--- src/design/sfr_pkg.sv ---
// Package for the framed serial receiver: phase encoding, result kinds,
// register indexes and field widths.
// No dependencies.
`timescale 1ns / 1ps

package sfr_pkg;

    // Field widths
    localparam int BYTE_W = 8;
    localparam int KIND_W = 2;
    localparam int CFG_IDX_W = 2;

    // Result kinds
    localparam logic [KIND_W-1:0] KIND_PAYLOAD  = 2'd0;
    localparam logic [KIND_W-1:0] KIND_ACCEPTED = 2'd1;
    localparam logic [KIND_W-1:0] KIND_BAD_SUM  = 2'd2;
    localparam logic [KIND_W-1:0] KIND_NO_END   = 2'd3;

    // Configuration register indexes
    localparam logic [CFG_IDX_W-1:0] REG_START_MARKER = 2'd0;
    localparam logic [CFG_IDX_W-1:0] REG_END_MARKER   = 2'd1;
    localparam logic [CFG_IDX_W-1:0] REG_ADDS_TYPE    = 2'd2;

    // Frame parsing phases, one-hot
    typedef enum logic [5:0] {
        PH_HUNT    = 6'b000001,
        PH_TYPE    = 6'b000010,
        PH_LENGTH  = 6'b000100,
        PH_PAYLOAD = 6'b001000,
        PH_CHECK   = 6'b010000,
        PH_END     = 6'b100000
    } phase_t;

endpackage

--- src/design/serial_frame_receiver.sv ---
// Framed serial receiver: one received byte per cycle, payload bytes and a
// frame status are delivered through a registered output.
// Depends on sfr_pkg.
// A result appears in the output register in the cycle after its byte is
// accepted. Throughput: one byte per cycle; the byte is taken whenever the
// output register is empty or is being emptied in the same cycle.
// The per-byte work is marker, length and checksum compares and 8-bit adds.
// Reset clears the parse state to hunting, the frame fields and configuration
// registers to zero, and empties the output register; its payload is not reset.
`timescale 1ns / 1ps

module serial_frame_receiver
    import sfr_pkg::*;
(
    input  logic                 clk,
    input  logic                 rst_n,
    // Configuration write port
    input  logic                 cfg_write,
    input  logic [CFG_IDX_W-1:0] cfg_index,
    input  logic [BYTE_W-1:0]    cfg_data,
    // Input channel
    input  logic                 in_valid,
    output logic                 in_ready,
    input  logic [BYTE_W-1:0]    rx_byte,
    // Result channel
    output logic                 out_valid,
    input  logic                 out_ready,
    output logic [KIND_W-1:0]    result_kind,
    output logic [BYTE_W-1:0]    byte_value,
    output logic [BYTE_W-1:0]    byte_index,
    output logic                 last_payload,
    output logic [BYTE_W-1:0]    frame_type,
    output logic [BYTE_W-1:0]    frame_length,
    output logic [BYTE_W-1:0]    computed_checksum
);

    // Configuration registers
    logic [BYTE_W-1:0] start_marker_reg;
    logic [BYTE_W-1:0] end_marker_reg;
    logic              adds_type_reg;

    // Parse state
    phase_t            phase_reg, phase_next;
    logic [BYTE_W-1:0] type_reg, type_next;
    logic [BYTE_W-1:0] length_reg, length_next;
    logic [BYTE_W-1:0] count_reg, count_next;
    logic [BYTE_W-1:0] sum_reg, sum_next;
    logic [BYTE_W-1:0] rx_sum_reg, rx_sum_next;

    // Output register
    logic              out_valid_reg;
    logic [KIND_W-1:0] kind_reg, kind_next;
    logic [BYTE_W-1:0] value_reg, value_next;
    logic [BYTE_W-1:0] index_reg, index_next;
    logic              last_reg, last_next;
    logic [BYTE_W-1:0] otype_reg;
    logic [BYTE_W-1:0] olength_reg;
    logic [BYTE_W-1:0] osum_reg, osum_next;

    logic              accept;
    logic              emit;
    logic [BYTE_W-1:0] check_sum;

    assign in_ready = !out_valid_reg || out_ready;
    assign accept   = in_valid && in_ready;

    // Expected checksum of the frame held so far, used for the status verdict.
    assign check_sum = sum_reg + (adds_type_reg ? type_reg : '0);

    // Configuration writes; indexes beyond the list are ignored.
    always_ff @(posedge clk or negedge rst_n)
    begin
        if (!rst_n)
        begin
            start_marker_reg <= '0;
            end_marker_reg   <= '0;
            adds_type_reg    <= 1'b0;
        end
        else if (cfg_write)
        begin
            if (cfg_index == REG_START_MARKER)
                start_marker_reg <= cfg_data;
            else if (cfg_index == REG_END_MARKER)
                end_marker_reg <= cfg_data;
            else if (cfg_index == REG_ADDS_TYPE)
                adds_type_reg <= cfg_data[0];
        end
    end

    // Per-byte parse step.
    always_comb
    begin
        phase_next  = phase_reg;
        type_next   = type_reg;
        length_next = length_reg;
        count_next  = count_reg;
        sum_next    = sum_reg;
        rx_sum_next = rx_sum_reg;
        emit        = 1'b0;
        kind_next   = KIND_PAYLOAD;
        value_next  = rx_byte;
        index_next  = '0;
        last_next   = 1'b0;

        unique case (phase_reg)
            PH_TYPE:
            begin
                type_next  = rx_byte;
                phase_next = PH_LENGTH;
            end
            PH_LENGTH:
            begin
                length_next = rx_byte;
                count_next  = '0;
                sum_next    = '0;
                phase_next  = (rx_byte == '0) ? PH_CHECK : PH_PAYLOAD;
            end
            PH_PAYLOAD:
            begin
                emit       = 1'b1;
                index_next = count_reg;
                sum_next   = sum_reg + rx_byte;
                count_next = count_reg + 1'b1;
                if (count_next == length_reg)
                begin
                    last_next  = 1'b1;
                    phase_next = PH_CHECK;
                end
            end
            PH_CHECK:
            begin
                rx_sum_next = rx_byte;
                phase_next  = PH_END;
            end
            PH_END:
            begin
                emit       = 1'b1;
                value_next = rx_sum_reg;
                phase_next = PH_HUNT;
                // A wrong end marker wins over the checksum verdict.
                if (rx_byte != end_marker_reg)
                    kind_next = KIND_NO_END;
                else if (rx_sum_reg == check_sum)
                    kind_next = KIND_ACCEPTED;
                else
                    kind_next = KIND_BAD_SUM;
            end
            default:
            begin
                // Hunting: only the start marker opens a frame.
                phase_next = PH_HUNT;
                if (rx_byte == start_marker_reg)
                begin
                    phase_next  = PH_TYPE;
                    type_next   = '0;
                    length_next = '0;
                    count_next  = '0;
                    sum_next    = '0;
                    rx_sum_next = '0;
                end
            end
        endcase
    end

    // Expected checksum as reported with a result.
    always_comb
    begin
        osum_next = sum_next + (adds_type_reg ? type_next : '0);
    end

    // Parse state registers.
    always_ff @(posedge clk or negedge rst_n)
    begin
        if (!rst_n)
        begin
            phase_reg  <= PH_HUNT;
            type_reg   <= '0;
            length_reg <= '0;
            count_reg  <= '0;
            sum_reg    <= '0;
            rx_sum_reg <= '0;
        end
        else if (accept)
        begin
            phase_reg  <= phase_next;
            type_reg   <= type_next;
            length_reg <= length_next;
            count_reg  <= count_next;
            sum_reg    <= sum_next;
            rx_sum_reg <= rx_sum_next;
        end
    end

    // Output valid flag.
    always_ff @(posedge clk or negedge rst_n)
    begin
        if (!rst_n)
            out_valid_reg <= 1'b0;
        else if (accept)
            out_valid_reg <= emit;
        else if (out_ready)
            out_valid_reg <= 1'b0;
    end

    // Output payload, loaded only when a result is produced.
    always_ff @(posedge clk)
    begin
        if (accept && emit)
        begin
            kind_reg    <= kind_next;
            value_reg   <= value_next;
            index_reg   <= index_next;
            last_reg    <= last_next;
            otype_reg   <= type_next;
            olength_reg <= length_next;
            osum_reg    <= osum_next;
        end
    end

    assign out_valid         = out_valid_reg;
    assign result_kind       = kind_reg;
    assign byte_value        = value_reg;
    assign byte_index        = index_reg;
    assign last_payload      = last_reg;
    assign frame_type        = otype_reg;
    assign frame_length      = olength_reg;
    assign computed_checksum = osum_reg;

    // A byte taken in the payload phase always yields a payload item.
    a_payload_emits: assert property (@(posedge clk) disable iff (!rst_n)
        accept && phase_reg == PH_PAYLOAD |=> out_valid && result_kind == KIND_PAYLOAD)
        else $error("payload byte produced no payload item");

    // A byte taken at the end-marker position always yields a status item.
    a_status_emits: assert property (@(posedge clk) disable iff (!rst_n)
        accept && phase_reg == PH_END |=> out_valid && result_kind != KIND_PAYLOAD)
        else $error("end position produced no status item");

    // The last payload item sits at the final index of the announced length.
    a_last_index: assert property (@(posedge clk) disable iff (!rst_n)
        out_valid && last_payload |->
            result_kind == KIND_PAYLOAD && byte_index == frame_length - 8'd1)
        else $error("last payload mark at wrong index");

    // Status items carry index zero and no last mark.
    a_status_fields: assert property (@(posedge clk) disable iff (!rst_n)
        out_valid && result_kind != KIND_PAYLOAD |-> byte_index == '0 && !last_payload)
        else $error("status item with payload position fields");

endmodule
--- config.mk ---
export PLATFORM = sky130hd
export DESIGN_NAME = serial_frame_receiver
export DESIGN_NICKNAME = d
export VERILOG_FILES = /design/src/design/sfr_pkg.sv /design/src/design/serial_frame_receiver.sv
export SDC_FILE = /design/constraint.sdc
export NUM_CORES = 1
export LEC_CHECK = 0
export ABC_AREA = 1
export BUFFER_PORTS_ARGS = -buffer_cell sky130_fd_sc_hd__buf_2
export CAP_MARGIN = 10
export CORE_UTILIZATION = 50
export CTS_BUF_LIST = sky130_fd_sc_hd__clkbuf_8
export DETAILED_ROUTE_END_ITERATION = 8
export GPL_TIMING_DRIVEN = 0
export PLACE_DENSITY = 0.81
export SETUP_SLACK_MARGIN = 0.1
export SLEW_MARGIN = 20
export SYNTH_ARGS = -nofsm -noshare
export SYNTH_HDL_FRONTEND = slang
export SYNTH_SLANG_ARGS = --single-unit
--- constraint.sdc ---
create_clock -name clk -period 3.9 [get_ports clk]
set_clock_uncertainty 0.2 [all_clocks]
set_input_delay 0.78 -clock clk [delete_from_list [all_inputs] [get_ports clk]]
set_output_delay 0.78 -clock clk [all_outputs]
set_load 0.02 [all_outputs]
Yosys cells after proc, flatten, opt, wreduce, memory -nomap -nowiden
Index checks and enable logic that the tools add are counted.
- register bits after elaboration: 107
- logic and storage cells: 79
- add/subtract/negate cells: 4
- equality and inequality tests: 12
- multiplexer cells: 22
- bitwise operators: 4
- reductions and logical operators: 20
- operators by type and width (kind ; number):
    8-bit two-way mux ; 7
    8-bit one-hot mux with 2 select lines ; 3
    8-bit one-hot mux with 3 select lines ; 2
    6-bit one-hot mux with 5 select lines ; 1
    8-bit adder ; 3
    8-bit equality test ; 3
    4-bit OR reduction ; 3
    3-bit AND reduction ; 3
    8-bit by 1-bit adder with 8-bit output, second input constant ; 1
    8-bit logical NOT ; 1
    8-bit inequality test ; 1
    6-bit by 2-bit equality test with 1-bit output, second input constant ; 1
    6-bit by 3-bit equality test with 1-bit output, second input constant ; 1
    6-bit by 4-bit equality test with 1-bit output, second input constant ; 1
    6-bit by 5-bit equality test with 1-bit output, second input constant ; 1
    6-bit equality test, second input constant ; 1
    2-bit two-way mux ; 3
    6-bit two-way mux ; 1
    5-bit two-way mux ; 1
    1-bit two-way mux ; 4
    1-bit NOT ; 4
    2-bit AND reduction ; 2
    4-bit AND reduction ; 1
    2-bit nonzero test ; 2
    other kinds (10) ; 11

Depth between registers and ports, before layout
- depth after elaboration: 5
- depth in mapped cells: 20
- depth with buffers taken out: 20

Worst setup path before layout
No wires, ideal clock.
- path type: input-to-reg
- start point: input out_ready
- end point: register index_reg[0], in the netlist byte_index[0] (enable)
- library setup time: 0.443 ns
- arrival time: 3.263 ns
- slack: -0.007 ns
- stages: 5
- buffers on the path: 1
- cell sequence: inv_1 -> nand2_1 -> nand2_2 -> clkbuf_1 -> nor2_1
- word-level cells in the longest chain between the ends: 3
- ends and longest elaborated chain (item ; RTL line ; source):
    start: declaration ; serial_frame_receiver.sv:27 ; input logic out_ready,
    1-bit logical OR ; serial_frame_receiver.sv:64 ; assign in_ready = !out_valid_reg || out_ready;
    net in_ready ; serial_frame_receiver.sv:23 ; output logic in_ready,
    1-bit logical AND ; serial_frame_receiver.sv:65 ; assign accept = in_valid && in_ready;
    1-bit logical AND ; serial_frame_receiver.sv:208 ; if (accept && emit)
    end signal: assignment ; serial_frame_receiver.sv:212 ; index_reg <= index_next;
    end: declaration ; serial_frame_receiver.sv:54 ; logic [BYTE_W-1:0] index_reg, index_next;
The timed path passes the listed nets, and every way through them passes these cells.
A chain may end at the register's enable or synchronous reset.

Final worst setup path
- start point: input rx_byte[6]
- end point: register osum_reg[6], in the netlist computed_checksum[6] (data pin)
- elaborated cells between the ends (all ways): 8
- classes of those cells: 2 x add/sub; 1 x eq/ne; 5 x mux
- RTL lines (item ; RTL line ; source):
    start: declaration ; serial_frame_receiver.sv:24 ; input logic [BYTE_W-1:0] rx_byte,
    8-bit equality test ; serial_frame_receiver.sv:152 ; if (rx_byte == start_marker_reg)
    8-bit two-way mux ; serial_frame_receiver.sv:152 ;
    8-bit one-hot mux with 3 select lines ; serial_frame_receiver.sv:105 ; unique case (phase_reg)
    net sum_next[0] ; serial_frame_receiver.sv:47 ; logic [BYTE_W-1:0] sum_reg, sum_next;
    8-bit adder ; serial_frame_receiver.sv:168 ; osum_next = sum_next + (adds_type_reg ? type_next : '0);
    net osum_next[6] ; serial_frame_receiver.sv:58 ; logic [BYTE_W-1:0] osum_reg, osum_next;
    end signal: assignment ; serial_frame_receiver.sv:216 ; osum_reg <= osum_next;
    end: declaration ; serial_frame_receiver.sv:58 ;
The timed path passes the listed nets, and every way through them passes these cells.

==> out/metrics.yaml <==
routedWlPerCell_um: 14.3
path_clk_slew_ns: 0.10
cp-start-kind: "primary input"
wl_mm: 13.6
cap_violations: 0
cpMostUsedCell: "nand2_1"
die_w_um: 113
place_area_sq_um: 6760
powerDensity_nw_per_um2: 397
rsz0062_at_grt: "false"
worstSetupPathType: "primary input to flip-flop"
via_count: 5027
std_cell_rows: 40
postCtsResizedCells: 0
power_leakage_nw: 3.52
hp-class: "primary input to async pin"
grt_overflow: 0
initial_core_util_pct: 51.5
first_iter_violations: 355
portBuffers: 67
status: "finished, final reports clean"
setup_viol: 0
clk_latency_ns: 0.39
critPathMaxStageDelay_ns: 0.39
holdWs_ns: 0.0651
layout_commonest_cell: "nand2_1"
fin_ws_ns: 0.301
cp.arrival_ns: 3.54
nNetsFinal: 846
clock_path_buffers: 2
postCtsHoldBufs: 0
final.setup.tns_ns: 0
dr.pass1.iters: 5
grt_pass1_wl_mm: 22.5
critical_path_required_ns: 3.84
synthToLayoutAreaGrowth_pct: 12.1
postCtsSetupBuffers: 0
ios: 68
slew_headroom_pct: 59.5
post-route-drc-count: 0
max_freq_mhz: 278
routabilityCongestion: 0.885
period_needed_ns: 3.60
synth-seq-cells: 107
ant_nets: 0
core-area_sq_um: 12000
grt_pass1_vias: 4656
cp_cell_sequence: "buf_2 -> inv_2 -> nand2_1 -> nand2_1 -> nand2_1 -> nor2_1 -> nand2_2 -> nand2_4 -> nand2_8 -> inv_1 -> o21ai_0 -> ha_1 -> inv_1 -> fa_1 -> o21ai_0 -> nand2_1 -> a21oi_1 -> nor2_1 -> xnor2_1"
vias_per_cell: 5.29
synth_cell_types: 44
async_flop_share_pct: 59.8
ys.flop_type: "dfrtp_1"
slew_viol_final: 0
cp-end-kind: "flip-flop"
postSynthAreaPerCell_sq_um: 8.61
crit_path_top_delay_cell: "fa_1"
htreeDepth: 3
hold_violations: 0
worstPathMaxFanout: 7
antenna_cells: 0
grtUsageTotal_pct: 22.8
ys_seq_area_share_pct: 46.8
post-dp-hpwl_mm: 10.3
cts_root_buffer: "clkbuf_8"
irDropWorstVdd_mv: 0.258
die_h_um: 113
syn_area_sq_um: 6180
fin_area_sq_um: 6930
cts_made_buffers: 9
cts_num_sinks: 107
tightest_slew_ns: 0.602
fin_crit_sh_pct: 92.3
drive_above_1_share_pct: 18.4
final_cell_mix: "nand2_1, inv_1, buf_2"
synth_cells: 718
syn-num-nets: 766
cts_tree: "yes"
antenna_found_initial: 0
grt_max_degree: 48
place_ws_ns: -0.0424
finalPower_mw: 2.75
yosysWarningCount: 0
dieArea_sq_um: 12800
synth_edf_count: 43
==> final cells by class <==
| type | count | area [sq um] |
|---|---|---|
| Buffer | 15 | 83.8 |
| Clock buffer | 9 | 124 |
| Clock inverter | 7 | 46.3 |
| Fill cell | 1021 | 5080 |
| Inverter | 107 | 402 |
| Multi-Input combinational cell | 489 | 2810 |
| Sequential cell | 107 | 2890 |
| Tap cell | 147 | 184 |
| Timing Repair Buffer | 69 | 385 |
==> worst paths after layout <==
check / startpoint / to / depth (start not counted) / slack, ns
hold reg to reg: phase_reg[0] / phase_reg[0] / 2 / 0.30
setup / recovery: rx_byte[6] / computed_checksum[6] / 19 / 0.30
hold / removal: rst_n / sum_reg[0] / 1 / 0.07
max in group asynchronous: rst_n / phase_reg[0] / 2 / 2.86
setup reg to reg: phase_reg[3] / computed_checksum[6] / 15 / 0.35
min in group clk: phase_reg[0] / phase_reg[0] / 2 / 0.30
==> stage by stage <==
stage	instances	utilization (%)
2_1_floorplan	718	-
3_3_place_gp	932	55.8
3_5_place_dp	934	56.3
4_1_cts	950	57.7
5_1_grt	950	57.7
6_report	950	57.7
==> synth_stat cells (11+ instances only) <==
cell type  count  area [sq um]
xnor2_1       16           140
o21ai_0       40           200
o22ai_1       13          81.3
nand3_2       11           110
ha_1          22           275
nand2_1      184           691
xor2_1        15           131
nor2_1        51           191
inv_1         99           372
nand3_1       34           170
edfxtp_1      43          1290
dfrtp_1       63          1580
a21oi_1       24           120
o21ai_1       11          55.1
==> routing by layer <==
metal	wire length (um)	vias up	GRT usage (%)	share of wire, %
met2	6370	153	36.4	47
met1	6130	2339	30.7	45
met5	0	-	0	0
met3	731	27	3.43	5.4
li1	-	2508	-	-
met4	392	0	10.4	2.9
==> logic make-up (layout without fill, tap and decap cells) <==
group / count (synthesis) / count (layout) / share of synthesized area (%)
buffers and inverters: 122 / 207 / 7.85
adders and majority gates: 25 / 25 / 5.42
DFF: 107 / 107 / 46.8
and+or+nand+nor: 322 / 322 / 24.6
AOI/OAI and AO/OA: 111 / 111 / 10.9
xor gates and xnor gates: 31 / 31 / 4.39
==> report_power, final <==
part / switching [mW] / internal [mW] / leakage (nW)
sequential: 0.0774 / 1.26 / 1.17
clock: 0.394 / 0.231 / 0.0884
combinational: 0.484 / 0.306 / 2.26
total: 0.956 / 1.79 / 3.52
==> critical path: cells and delay by family <==
kind                       cells  cell delay (ns)
and+or+nand+nor                9             0.74
buffers and inverters          4             0.49
adders and majority gates      2             0.64
AOI/OAI and AO/OA              3             0.78
xor gates and xnor gates       1             0.12
Note: power is estimated with default switching activity, not from simulation.
